`config.mk`:
```
export PLATFORM = sky130hd
export DESIGN_NAME = projection_histogram_normalizer
export DESIGN_NICKNAME = d
export VERILOG_FILES = /design/src/design/phn_pkg.sv /design/src/design/phn_ram.sv /design/src/design/phn_divider.sv /design/src/design/phn_fifo.sv /design/src/design/phn_front.sv /design/src/design/phn_back.sv /design/src/design/projection_histogram_normalizer.sv
export SDC_FILE = /design/constraint.sdc
export NUM_CORES = 1
export LEC_CHECK = 0
export ABC_AREA = 1
export BUFFER_PORTS_ARGS = -buffer_cell sky130_fd_sc_hd__buf_2
export CAP_MARGIN = 10
export CORE_UTILIZATION = 35
export CTS_CLUSTER_DIAMETER = 150
export DETAILED_ROUTE_END_ITERATION = 10
export GPL_TIMING_DRIVEN = 0
export PLACE_DENSITY = 0.49
export SYNTH_ARGS = -nofsm -noshare
export SYNTH_HDL_FRONTEND = slang
export SYNTH_SLANG_ARGS = --single-unit
```
`constraint.sdc`:
```
create_clock -name clock -period 8.7 [get_ports clock]
set_input_delay 1.74 -clock clock [delete_from_list [all_inputs] [get_ports clock]]
set_output_delay 1.74 -clock clock [all_outputs]
set_load 0.03 [all_outputs]
```
`src/design/phn_pkg.sv`:
```
// Shared types and constants of the projection histogram normalizer.
package phn_pkg;

   localparam int BIN_SLOTS  = 64;
   localparam int BIN_W      = 6;
   localparam int COUNT_W    = 7;
   localparam int NBINS_W    = 7;
   localparam int SHARE_W    = 17;
   localparam int PIXEL_W    = 8;
   localparam int CSR_W      = 7;
   localparam int CSR_IDX_W  = 2;

   localparam logic [COUNT_W-1:0] COUNT_TOP  = 7'd127;
   localparam logic [NBINS_W-1:0] SIZE_RESET = 7'd64;

   localparam int FIFO_DEPTH = 4;
   localparam int FIFO_PTR_W = 2;
   localparam int FIFO_CNT_W = 3;

   localparam int DIV_STEPS  = 17;
   localparam int DIV_STEP_W = 5;

   typedef enum logic [CSR_IDX_W-1:0] {
      CSR_ROWS      = 2'd0,
      CSR_COLS      = 2'd1,
      CSR_DIRECTION = 2'd2
   } csr_index_type;

   typedef struct packed {
      logic [NBINS_W-1:0] rows;
      logic [NBINS_W-1:0] cols;
      logic               direction;
   } cfg_type;

   // one classified pixel, as queued between front and back
   typedef struct packed {
      logic [BIN_W-1:0]   bin;
      logic               hit;
      logic               last;
      logic [NBINS_W-1:0] nbins;
   } word_type;

   typedef struct packed {
      logic full;
      logic empty;
   } fifo_status_type;

   typedef struct packed {
      logic               start;
      logic [COUNT_W-1:0] num;
      logic [COUNT_W-1:0] den;
   } div_req_type;

   typedef struct packed {
      logic               done;
      logic [SHARE_W-1:0] quot;
   } div_rsp_type;

endpackage

```
`src/design/phn_ram.sv`:
```
// Generic single-write, single-read RAM with registered read data.
module phn_ram #(
   parameter int WIDTH = 8,
   parameter int DEPTH = 64
) (
   input  logic                                     clock,
   input  logic                                     wr_en,
   input  logic [((DEPTH > 1) ? $clog2(DEPTH) : 1)-1:0] wr_addr,
   input  logic [WIDTH-1:0]                         wr_data,
   input  logic [((DEPTH > 1) ? $clog2(DEPTH) : 1)-1:0] rd_addr,
   output logic [WIDTH-1:0]                         rd_data
);

   logic [WIDTH-1:0] mem_ff [DEPTH];
   logic [WIDTH-1:0] rd_data_ff;

   always_ff @(posedge clock) begin
      if (wr_en) begin
         mem_ff[wr_addr] <= wr_data;
      end
      rd_data_ff <= mem_ff[rd_addr];
   end

   assign rd_data = rd_data_ff;

endmodule

```
`src/design/phn_divider.sv`:
```
// Restoring divider, one quotient bit per cycle: floor(num * 2^16 / den) for num <= den.
module phn_divider (
   input  logic                 clock,
   input  logic                 reset,
   input  phn_pkg::div_req_type req,
   output phn_pkg::div_rsp_type rsp
);

   logic                            busy_ff, busy_in;
   logic                            done_ff, done_in;
   logic [phn_pkg::DIV_STEP_W-1:0]  step_ff, step_in;
   logic [phn_pkg::COUNT_W:0]       rem_ff, rem_in;
   logic [phn_pkg::COUNT_W-1:0]     den_ff, den_in;
   logic [phn_pkg::SHARE_W-1:0]     quot_ff, quot_in;
   logic [phn_pkg::COUNT_W:0]       trial;
   logic [phn_pkg::COUNT_W:0]       den_wide;
   logic                            ge;

   always_comb begin
      den_wide = {1'b0, den_ff};
      // first step takes the integer bit, later ones shift in a zero
      trial    = (step_ff == '0) ? rem_ff : {rem_ff[phn_pkg::COUNT_W-1:0], 1'b0};
      ge       = (trial >= den_wide);

      busy_in  = busy_ff;
      done_in  = 1'b0;
      step_in  = step_ff;
      rem_in   = rem_ff;
      den_in   = den_ff;
      quot_in  = quot_ff;

      if (req.start) begin
         busy_in = 1'b1;
         step_in = '0;
         rem_in  = {1'b0, req.num};
         den_in  = req.den;
         quot_in = '0;
      end else if (busy_ff) begin
         rem_in  = ge ? (trial - den_wide) : trial;
         quot_in = {quot_ff[phn_pkg::SHARE_W-2:0], ge};
         step_in = step_ff + phn_pkg::DIV_STEP_W'(1);
         if (step_ff == phn_pkg::DIV_STEP_W'(phn_pkg::DIV_STEPS - 1)) begin
            busy_in = 1'b0;
            done_in = 1'b1;
         end
      end
   end

   always_ff @(posedge clock) begin
      if (reset) begin
         busy_ff <= 1'b0;
         done_ff <= 1'b0;
      end else begin
         busy_ff <= busy_in;
         done_ff <= done_in;
      end
      step_ff <= step_in;
      rem_ff  <= rem_in;
      den_ff  <= den_in;
      quot_ff <= quot_in;
   end

   assign rsp.done = done_ff;
   assign rsp.quot = quot_ff;

endmodule

```
`src/design/phn_fifo.sv`:
```
// Short word queue between the front and the back.
module phn_fifo (
   input  logic                     clock,
   input  logic                     reset,
   input  logic                     push,
   input  phn_pkg::word_type        push_word,
   input  logic                     pop,
   output phn_pkg::word_type        head_word,
   output phn_pkg::fifo_status_type status
);

   phn_pkg::word_type               entry_ff [phn_pkg::FIFO_DEPTH];
   logic [phn_pkg::FIFO_PTR_W-1:0]  wr_ptr_ff, wr_ptr_in;
   logic [phn_pkg::FIFO_PTR_W-1:0]  rd_ptr_ff, rd_ptr_in;
   logic [phn_pkg::FIFO_CNT_W-1:0]  count_ff, count_in;
   logic                            do_push, do_pop;

   always_comb begin
      status.full  = (count_ff == phn_pkg::FIFO_CNT_W'(phn_pkg::FIFO_DEPTH));
      status.empty = (count_ff == '0);
      do_push      = push && !status.full;
      do_pop       = pop && !status.empty;
      wr_ptr_in    = do_push ? wr_ptr_ff + phn_pkg::FIFO_PTR_W'(1) : wr_ptr_ff;
      rd_ptr_in    = do_pop ? rd_ptr_ff + phn_pkg::FIFO_PTR_W'(1) : rd_ptr_ff;
      count_in     = count_ff;
      if (do_push && !do_pop) begin
         count_in = count_ff + phn_pkg::FIFO_CNT_W'(1);
      end else if (do_pop && !do_push) begin
         count_in = count_ff - phn_pkg::FIFO_CNT_W'(1);
      end
   end

   always_ff @(posedge clock) begin
      if (reset) begin
         wr_ptr_ff <= '0;
         rd_ptr_ff <= '0;
         count_ff  <= '0;
      end else begin
         wr_ptr_ff <= wr_ptr_in;
         rd_ptr_ff <= rd_ptr_in;
         count_ff  <= count_in;
      end
      if (do_push) begin
         entry_ff[wr_ptr_ff] <= push_word;
      end
   end

   assign head_word = entry_ff[rd_ptr_ff];

endmodule

```
`src/design/phn_front.sv`:
```
// Front end: accepts pixels, tracks the raster position and classifies each pixel.
module phn_front #(
   parameter int MAX_ROWS = 64,
   parameter int MAX_COLS = 64
) (
   input  logic                        clock,
   input  logic                        reset,
   input  logic                        start,
   input  logic [phn_pkg::PIXEL_W-1:0] req_pixel,
   input  phn_pkg::cfg_type            cfg,
   input  logic                        fifo_full,
   input  logic                        frame_done,
   output logic                        busy,
   output logic                        push,
   output phn_pkg::word_type           word
);

   localparam int ROW_TOP = (MAX_ROWS < phn_pkg::BIN_SLOTS) ? MAX_ROWS : phn_pkg::BIN_SLOTS;
   localparam int COL_TOP = (MAX_COLS < phn_pkg::BIN_SLOTS) ? MAX_COLS : phn_pkg::BIN_SLOTS;
   localparam logic [phn_pkg::NBINS_W-1:0] ROW_LIMIT = phn_pkg::NBINS_W'(ROW_TOP);
   localparam logic [phn_pkg::NBINS_W-1:0] COL_LIMIT = phn_pkg::NBINS_W'(COL_TOP);

   function automatic logic [phn_pkg::NBINS_W-1:0] clamp_size(
      input logic [phn_pkg::NBINS_W-1:0] v,
      input logic [phn_pkg::NBINS_W-1:0] limit
   );
      logic [phn_pkg::NBINS_W-1:0] r;
      r = v;
      if (v == '0) begin
         r = phn_pkg::NBINS_W'(1);
      end else if (v > limit) begin
         r = limit;
      end
      return r;
   endfunction

   logic [phn_pkg::BIN_W-1:0]   row_ff, row_in;
   logic [phn_pkg::BIN_W-1:0]   col_ff, col_in;
   logic                        wait_ff, wait_in;
   logic [phn_pkg::NBINS_W-1:0] rows, cols;
   logic                        col_end, row_end;
   logic                        accept;

   always_comb begin
      rows    = clamp_size(cfg.rows, ROW_LIMIT);
      cols    = clamp_size(cfg.cols, COL_LIMIT);
      busy    = wait_ff || fifo_full;
      accept  = start && !busy;
      // a position at or past a shrunk size ends its line
      col_end = ({1'b0, col_ff} + phn_pkg::NBINS_W'(1)) >= cols;
      row_end = ({1'b0, row_ff} + phn_pkg::NBINS_W'(1)) >= rows;

      word.bin   = cfg.direction ? row_ff : col_ff;
      word.hit   = (req_pixel != '0);
      word.last  = col_end && row_end;
      word.nbins = cfg.direction ? rows : cols;
      push       = accept;

      row_in  = row_ff;
      col_in  = col_ff;
      wait_in = wait_ff;
      if (accept) begin
         if (!col_end) begin
            col_in = col_ff + phn_pkg::BIN_W'(1);
         end else begin
            col_in = '0;
            row_in = row_end ? '0 : row_ff + phn_pkg::BIN_W'(1);
            if (row_end) begin
               wait_in = 1'b1;
            end
         end
      end
      if (frame_done) begin
         wait_in = 1'b0;
      end
   end

   always_ff @(posedge clock) begin
      if (reset) begin
         row_ff  <= '0;
         col_ff  <= '0;
         wait_ff <= 1'b0;
      end else begin
         row_ff  <= row_in;
         col_ff  <= col_in;
         wait_ff <= wait_in;
      end
   end

endmodule

```
`src/design/phn_back.sv`:
```
// Back end: bin count update, maximum scan and per-bin normalized output.
module phn_back (
   input  logic                        clock,
   input  logic                        reset,
   input  logic                        fifo_empty,
   input  phn_pkg::word_type           head_word,
   output logic                        pop,
   output logic                        frame_done,
   output logic                        rsp_valid,
   output logic [phn_pkg::BIN_W-1:0]   rsp_bin_index,
   output logic [phn_pkg::SHARE_W-1:0] rsp_share,
   output logic                        rsp_last_bin
);

   typedef enum logic [4:0] {
      ST_COUNT  = 5'b00001,
      ST_SCAN   = 5'b00010,
      ST_READ   = 5'b00100,
      ST_FETCH  = 5'b01000,
      ST_DIVIDE = 5'b10000
   } back_state_type;

   back_state_type                 state_ff, state_in;
   logic                           b_vld_ff, b_vld_in;
   phn_pkg::word_type              b_word_ff, b_word_in;
   logic                           wr_vld_ff, wr_vld_in;
   logic [phn_pkg::BIN_W-1:0]      wr_bin_ff, wr_bin_in;
   logic [phn_pkg::COUNT_W-1:0]    wr_val_ff, wr_val_in;
   logic [phn_pkg::BIN_SLOTS-1:0]  valid_ff, valid_in;
   logic [phn_pkg::NBINS_W-1:0]    nbins_ff, nbins_in;
   logic [phn_pkg::NBINS_W-1:0]    issue_ff, issue_in;
   logic                           pend_ff, pend_in;
   logic [phn_pkg::BIN_W-1:0]      pend_bin_ff, pend_bin_in;
   logic [phn_pkg::COUNT_W-1:0]    max_ff, max_in;
   logic [phn_pkg::BIN_W-1:0]      k_ff, k_in;
   logic                           rsp_valid_ff, rsp_valid_in;
   logic [phn_pkg::BIN_W-1:0]      rsp_bin_ff, rsp_bin_in;
   logic [phn_pkg::SHARE_W-1:0]    rsp_share_ff, rsp_share_in;
   logic                           rsp_last_ff, rsp_last_in;

   logic                           ram_we;
   logic [phn_pkg::BIN_W-1:0]      ram_waddr, ram_raddr;
   logic [phn_pkg::COUNT_W-1:0]    ram_wdata, ram_rdata;
   logic [phn_pkg::COUNT_W-1:0]    b_cnt, scan_cnt, fetch_cnt;
   logic                           do_write, bin_last, emit;
   logic [phn_pkg::SHARE_W-1:0]    emit_share;
   phn_pkg::div_req_type           div_req;
   phn_pkg::div_rsp_type           div_rsp;

   phn_ram #(
      .WIDTH (phn_pkg::COUNT_W),
      .DEPTH (phn_pkg::BIN_SLOTS)
   ) u_counts (
      .clock   (clock),
      .wr_en   (ram_we),
      .wr_addr (ram_waddr),
      .wr_data (ram_wdata),
      .rd_addr (ram_raddr),
      .rd_data (ram_rdata)
   );

   phn_divider u_divider (
      .clock (clock),
      .reset (reset),
      .req   (div_req),
      .rsp   (div_rsp)
   );

   always_comb begin
      pop = (state_ff == ST_COUNT) && !fifo_empty && !(b_vld_ff && b_word_ff.last);

      // the previous word's write lands with this read, so take it from the bypass
      if (wr_vld_ff && (wr_bin_ff == b_word_ff.bin)) begin
         b_cnt = wr_val_ff;
      end else begin
         b_cnt = valid_ff[b_word_ff.bin] ? ram_rdata : '0;
      end
      scan_cnt  = valid_ff[pend_bin_ff] ? ram_rdata : '0;
      fetch_cnt = valid_ff[k_ff] ? ram_rdata : '0;

      do_write  = b_vld_ff && b_word_ff.hit && (b_cnt != phn_pkg::COUNT_TOP);
      ram_we    = do_write;
      ram_waddr = b_word_ff.bin;
      ram_wdata = b_cnt + phn_pkg::COUNT_W'(1);

      unique case (state_ff)
         ST_COUNT: ram_raddr = head_word.bin;
         ST_SCAN:  ram_raddr = issue_ff[phn_pkg::BIN_W-1:0];
         default:  ram_raddr = k_ff;
      endcase

      b_vld_in  = pop;
      b_word_in = pop ? head_word : b_word_ff;
      wr_vld_in = do_write;
      wr_bin_in = b_word_ff.bin;
      wr_val_in = ram_wdata;

      valid_in = valid_ff;
      if (do_write) begin
         valid_in[b_word_ff.bin] = 1'b1;
      end

      bin_last = ({1'b0, k_ff} + phn_pkg::NBINS_W'(1)) == nbins_ff;

      state_in     = state_ff;
      nbins_in     = nbins_ff;
      issue_in     = issue_ff;
      pend_in      = pend_ff;
      pend_bin_in  = pend_bin_ff;
      max_in       = max_ff;
      k_in         = k_ff;
      emit         = 1'b0;
      emit_share   = '0;
      div_req      = '0;
      frame_done   = 1'b0;

      unique case (state_ff)
         ST_COUNT: begin
            if (b_vld_ff && b_word_ff.last) begin
               state_in = ST_SCAN;
               nbins_in = b_word_ff.nbins;
               issue_in = '0;
               pend_in  = 1'b0;
               max_in   = '0;
            end
         end
         ST_SCAN: begin
            if (pend_ff && (scan_cnt > max_ff)) begin
               max_in = scan_cnt;
            end
            if (issue_ff < nbins_ff) begin
               pend_in     = 1'b1;
               pend_bin_in = issue_ff[phn_pkg::BIN_W-1:0];
               issue_in    = issue_ff + phn_pkg::NBINS_W'(1);
            end else begin
               pend_in = 1'b0;
               if (!pend_ff) begin
                  state_in = ST_READ;
                  k_in     = '0;
               end
            end
         end
         ST_READ: begin
            state_in = ST_FETCH;
         end
         ST_FETCH: begin
            if (max_ff == '0) begin
               emit = 1'b1;
            end else begin
               div_req.start = 1'b1;
               div_req.num   = fetch_cnt;
               div_req.den   = max_ff;
               state_in      = ST_DIVIDE;
            end
         end
         ST_DIVIDE: begin
            if (div_rsp.done) begin
               emit       = 1'b1;
               emit_share = div_rsp.quot;
            end
         end
         default: begin
            state_in = ST_COUNT;
         end
      endcase

      rsp_valid_in = emit;
      rsp_bin_in   = k_ff;
      rsp_share_in = emit_share;
      rsp_last_in  = bin_last;
      if (emit) begin
         if (bin_last) begin
            state_in   = ST_COUNT;
            valid_in   = '0;
            frame_done = 1'b1;
         end else begin
            state_in = ST_READ;
            k_in     = k_ff + phn_pkg::BIN_W'(1);
         end
      end
   end

   always_ff @(posedge clock) begin
      if (reset) begin
         state_ff     <= ST_COUNT;
         b_vld_ff     <= 1'b0;
         wr_vld_ff    <= 1'b0;
         valid_ff     <= '0;
         rsp_valid_ff <= 1'b0;
      end else begin
         state_ff     <= state_in;
         b_vld_ff     <= b_vld_in;
         wr_vld_ff    <= wr_vld_in;
         valid_ff     <= valid_in;
         rsp_valid_ff <= rsp_valid_in;
      end
      b_word_ff    <= b_word_in;
      wr_bin_ff    <= wr_bin_in;
      wr_val_ff    <= wr_val_in;
      nbins_ff     <= nbins_in;
      issue_ff     <= issue_in;
      pend_ff      <= pend_in;
      pend_bin_ff  <= pend_bin_in;
      max_ff       <= max_in;
      k_ff         <= k_in;
      rsp_bin_ff   <= rsp_bin_in;
      rsp_share_ff <= rsp_share_in;
      rsp_last_ff  <= rsp_last_in;
   end

   assign rsp_valid     = rsp_valid_ff;
   assign rsp_bin_index = rsp_bin_ff;
   assign rsp_share     = rsp_share_ff;
   assign rsp_last_bin  = rsp_last_ff;

endmodule

```
`src/design/projection_histogram_normalizer.sv`:
```
// Projection profile histogram: counts nonzero pixels per row or column, then
// emits each bin normalized to the largest count as unsigned Q1.16.
//
// Pixels enter on req_pixel, one word per cycle, when start is high and busy
// is low, in raster order over a frame of rows x columns set through the csr_
// write port (rows, columns, direction). Mid-frame pixels give no result.
// Pixel words pass through a four-word queue into a read-modify-write bin
// counter that takes one word per cycle, so the frame streams at one pixel a
// cycle. After the frame's last pixel busy stays high: the counts are scanned
// for the maximum, then each bin is read and, unless the maximum is zero,
// divided by a one-bit-per-cycle divider; when every count is zero, each
// share is zero and no division is done. Each result is shown for one
// cycle with rsp_valid; rsp_last_bin marks the final bin, and busy drops in
// that cycle so the next frame can start at once. The receiver cannot stall.
// Reset clears the positions, the queue and the count valid bits (so all bins
// read as zero); configuration returns to 64 x 64, column direction.
module projection_histogram_normalizer #(
   parameter int MAX_ROWS = 64,
   parameter int MAX_COLS = 64
) (
   input  logic                          clock,
   input  logic                          reset,
   input  logic                          start,
   output logic                          busy,
   input  logic [phn_pkg::PIXEL_W-1:0]   req_pixel,
   output logic                          rsp_valid,
   output logic [phn_pkg::BIN_W-1:0]     rsp_bin_index,
   output logic [phn_pkg::SHARE_W-1:0]   rsp_share,
   output logic                          rsp_last_bin,
   input  logic                          csr_we,
   input  logic [phn_pkg::CSR_IDX_W-1:0] csr_index,
   input  logic [phn_pkg::CSR_W-1:0]     csr_wdata
);

   phn_pkg::cfg_type         cfg_ff, cfg_in;
   phn_pkg::word_type        front_word, head_word;
   phn_pkg::fifo_status_type fifo_status;
   logic                     push, pop, frame_done;

   always_comb begin
      cfg_in = cfg_ff;
      if (csr_we) begin
         unique case (phn_pkg::csr_index_type'(csr_index))
            phn_pkg::CSR_ROWS:      cfg_in.rows      = csr_wdata;
            phn_pkg::CSR_COLS:      cfg_in.cols      = csr_wdata;
            phn_pkg::CSR_DIRECTION: cfg_in.direction = csr_wdata[0];
            default:                cfg_in           = cfg_ff;
         endcase
      end
   end

   always_ff @(posedge clock) begin
      if (reset) begin
         cfg_ff.rows      <= phn_pkg::SIZE_RESET;
         cfg_ff.cols      <= phn_pkg::SIZE_RESET;
         cfg_ff.direction <= 1'b0;
      end else begin
         cfg_ff <= cfg_in;
      end
   end

   phn_front #(
      .MAX_ROWS (MAX_ROWS),
      .MAX_COLS (MAX_COLS)
   ) u_front (
      .clock      (clock),
      .reset      (reset),
      .start      (start),
      .req_pixel  (req_pixel),
      .cfg        (cfg_ff),
      .fifo_full  (fifo_status.full),
      .frame_done (frame_done),
      .busy       (busy),
      .push       (push),
      .word       (front_word)
   );

   phn_fifo u_fifo (
      .clock     (clock),
      .reset     (reset),
      .push      (push),
      .push_word (front_word),
      .pop       (pop),
      .head_word (head_word),
      .status    (fifo_status)
   );

   phn_back u_back (
      .clock         (clock),
      .reset         (reset),
      .fifo_empty    (fifo_status.empty),
      .head_word     (head_word),
      .pop           (pop),
      .frame_done    (frame_done),
      .rsp_valid     (rsp_valid),
      .rsp_bin_index (rsp_bin_index),
      .rsp_share     (rsp_share),
      .rsp_last_bin  (rsp_last_bin)
   );

endmodule

```
==> results.py <==
metrics = {
    "run_status": {
        "outcome": "finished clean",
    },
    "drt": {
        "vias": 24800,
        "antenna_left": 0,
        "wl_per_cell_um": 21.8,
        "via_per_inst": 5.14,
        "drt_iter0_drc": 2220,
        "drc": 0,
        "first_pass_iters": 7,
        "wl_um": 105000,
    },
    "hold_path": {
        "worstHoldPathType": "register to register",
    },
    "power": {
        "cellLeakagePower_nw": 15.0,
        "power_density_mw_per_mm2": 415,
        "vdd_drop_max_mv": 0.218,
    },
    "logic_synthesis": {
        "syn_inst": 3349,
        "synth_cell_type_count": 50,
        "async_flop_share_pct": 0,
        "synth_top_area_cell": "edfxtp_1",
        "ys_warn_count": 0,
        "ys_seq_area_share_pct": 61.9,
        "ys_seq_elements": 749,
        "synth_edf_count": 565,
        "syn-num-nets": 3418,
        "yosys_most_used_dff": "edfxtp_1",
        "avgSynthCellArea_um2": 9.96,
        "synth_top_area_share_pct": 50.9,
        "syn-cell-area_mm2": 0.0334,
        "synth_area_leaders": "edfxtp_1 51%, dfxtp_1 11%, inv_1 5.7%",
    },
    "die": {
        "die_h_um": 311,
        "core_mm2": 0.0939,
        "die_w_um": 311,
        "row_count": 112,
        "io_pins": 47,
        "die_area_mm2": 0.0965,
        "start_util_pct": 35.5,
    },
    "worst_setup_path": {
        "worstSetupEndpointType": "register",
        "crit_arrival_ns": 5.52,
        "crit_type": "register to register",
        "path_max_fanout": 25,
        "reg2reg_slack_ns": 3.46,
        "cp.required_ns": 8.98,
        "cp-start-kind": "register",
    },
    "job": {
        "cap_violations": 0,
    },
    "sta": {
        "fin_setup_tns_ns": 0,
        "finalSetupViolCount": 0,
        "finalWorstSetupSlack_ns": 3.46,
        "fmax_ghz": 0.191,
        "hold_viol": 0,
        "worstMarginPinSlew_ns": 1.07,
        "slew_headroom_pct": 28.5,
        "fin_crit_sh_pct": 60.2,
        "fin_crit_ns": 5.24,
        "rsz0062_at_grt": "no",
        "clock-skew-final_ns": 0.0288,
        "drv_slew": 0,
    },
    "clocking": {
        "clock-sinks": 749,
        "cts-resized-gates": 0,
        "clkTransAtPathRegs_ns": 0.06,
        "clk-insertion-delay-late_ns": 0.67,
        "cts_tree": "done",
        "hold_buffers": 0,
        "htreeDepth": 3,
        "root_buffer": "clkbuf_16",
        "numCtsBuffers": 84,
        "cts_buffer_depth": 3,
        "cts_setup_buffers": 0,
    },
    "final_layout": {
        "drive_gt1_share_pct": 8.74,
        "fin_nets": 3568,
        "syn_to_final_growth_pct": 15.5,
        "fin_util_pct": 41.0,
    },
    "global_route": {
        "grt_antenna_before_repair": 2,
        "grt_first_pass_wirelength_um": 155000,
        "grt_pass1_vias": 23900,
        "overflow": 0,
        "grt_start_max_net_pins": 55,
        "grtUsageTotal_pct": 21.4,
    },
    "placement": {
        "port_buffers": 46,
        "post-place-ws_ns": 3.41,
        "place.gp.congestion": 0.953,
        "dp.final_hpwl_um": 76500,
    },
}
==> flip-flops by register name (all words and copies together) (netlist names), 8 cells and up, named ones only <==
register and cells:
u_back.rsp_share 17, u_back.u_divider.quot_ff 17, u_fifo.entry_ff 60, u_back.b_word_ff 9, u_back.u_counts.mem_ff 448, u_back.valid_ff 64
u_back.u_divider.rem_ff 8, cfg_ff 15
==> layout by cell type (no fill, tap or decap), types with 6 or more instances in the layout <==
cell type	count
clkbuf_1	89
nand4_1	12
inv_1	503
o21ai_0	214
nand2_1	484
buf_4	11
buf_16	7
ha_1	45
o21ai_1	11
nor2_1	243
buf_1	17
o211ai_1	235
inv_2	7
bufinv_16	11
nor4_1	6
nor3_1	26
xor2_1	18
clkinv_2	17
buf_2	121
a221oi_1	6
clkbuf_16	86
clkinv_1	16
a211oi_1	7
dfxtp_1	184
a21oi_1	154
nand3_1	353
edfxtp_1	565
o22ai_1	38
==> kinds of logic (layout without fill, tap and decap cells) <==
group	Yosys count	after routing	share of synthesized area (%)
AND/OR/NAND/NOR	1148	1148	14.8
flip-flops	749	749	61.9
buffers and inverters	691	913	8.25
AO/OA/AOI/OAI	685	685	12.5
adder cells (fa/ha/maj)	48	48	1.85
XOR/XNOR	28	28	0.735
other	0	1	0
==> synth_stat cells, drive strengths merged, types with 26 or more instances <==
cell    number
o211ai     235
dfxtp      184
nor2       252
o22ai       38
buf        106
o21ai      225
nor3        26
clkbuf      71
ha          46
a21oi      155
nand2      488
nand3      353
inv        510
edfxtp     565
==> per-stage QoR <==
stage                     hold slack (ns)  std cells  total power [mW]  instance area (um^2)
after global routing                0.418       4825              16.8                 38500
after floorplan                     0.343       3349              9.04                 33400
after detailed placement            0.394       4667              12.4                 35700
after CTS                           0.408       4825              16.1                 38500
after global placement              0.383       4649              12.1                 35200
final                               0.390       4826              16.0                 38500
==> routing by layer <==
layer / GRT usage, % / part of all wire, % / vias to the layer above
met5: 0 / 0.032 / -
li1: - / - / 11900
met3: 3.62 / 5.6 / 185
met4: 7.73 / 3.3 / 4
met1: 29.3 / 45 / 12100
met2: 34.2 / 46 / 659
==> worst max-delay path, cell delays in order, from the launching register on <==
cell and delay, ns:
edfxtp_1 0.55, inv_1 0.22, o21ai_0 0.12, a211oi_1 0.19, nor2b_1 0.51, buf_4 0.27, inv_2 0.08, a31oi_4 0.79
inv_1 0.19, ha_4 0.24, nand2_1 0.14, nor2_4 0.09, nand2_8 0.14, buf_4 0.20, nand3_1 0.35, nor2_1 0.75
==> area by class of cell <==
cell class	instances	area, um^2
fill	9299	55400
sequential	749	20600
multi-input combinational	1909	10100
clock buffer	109	2290
inverter	514	1930
tap	1254	1570
buffer	177	822
timing repair buffer	64	601
clock inverter	49	592
antenna	1	2.50
==> power breakdown <==
group	switching, mW	total [mW]	internal [mW]
registers	0.188	4.89	4.70
clock network	1.51	3.71	2.20
logic	5.46	7.40	1.94
==> path summary, 6_finish.rpt <==
kind / startpoint / endpoint / cells past startpoint
hold reg to reg: u_back.ram_waddr[2] / u_back.wr_bin_ff[2] / 0
hold / removal: u_back.ram_waddr[2] / u_back.wr_bin_ff[2] / 0
setup reg to reg: u_back.ram_waddr[5] / u_back.u_counts.mem_ff[12][1] / 15
setup / recovery: u_back.ram_waddr[5] / u_back.u_counts.mem_ff[12][1] / 15
Power figures use the tool's default switching activity.
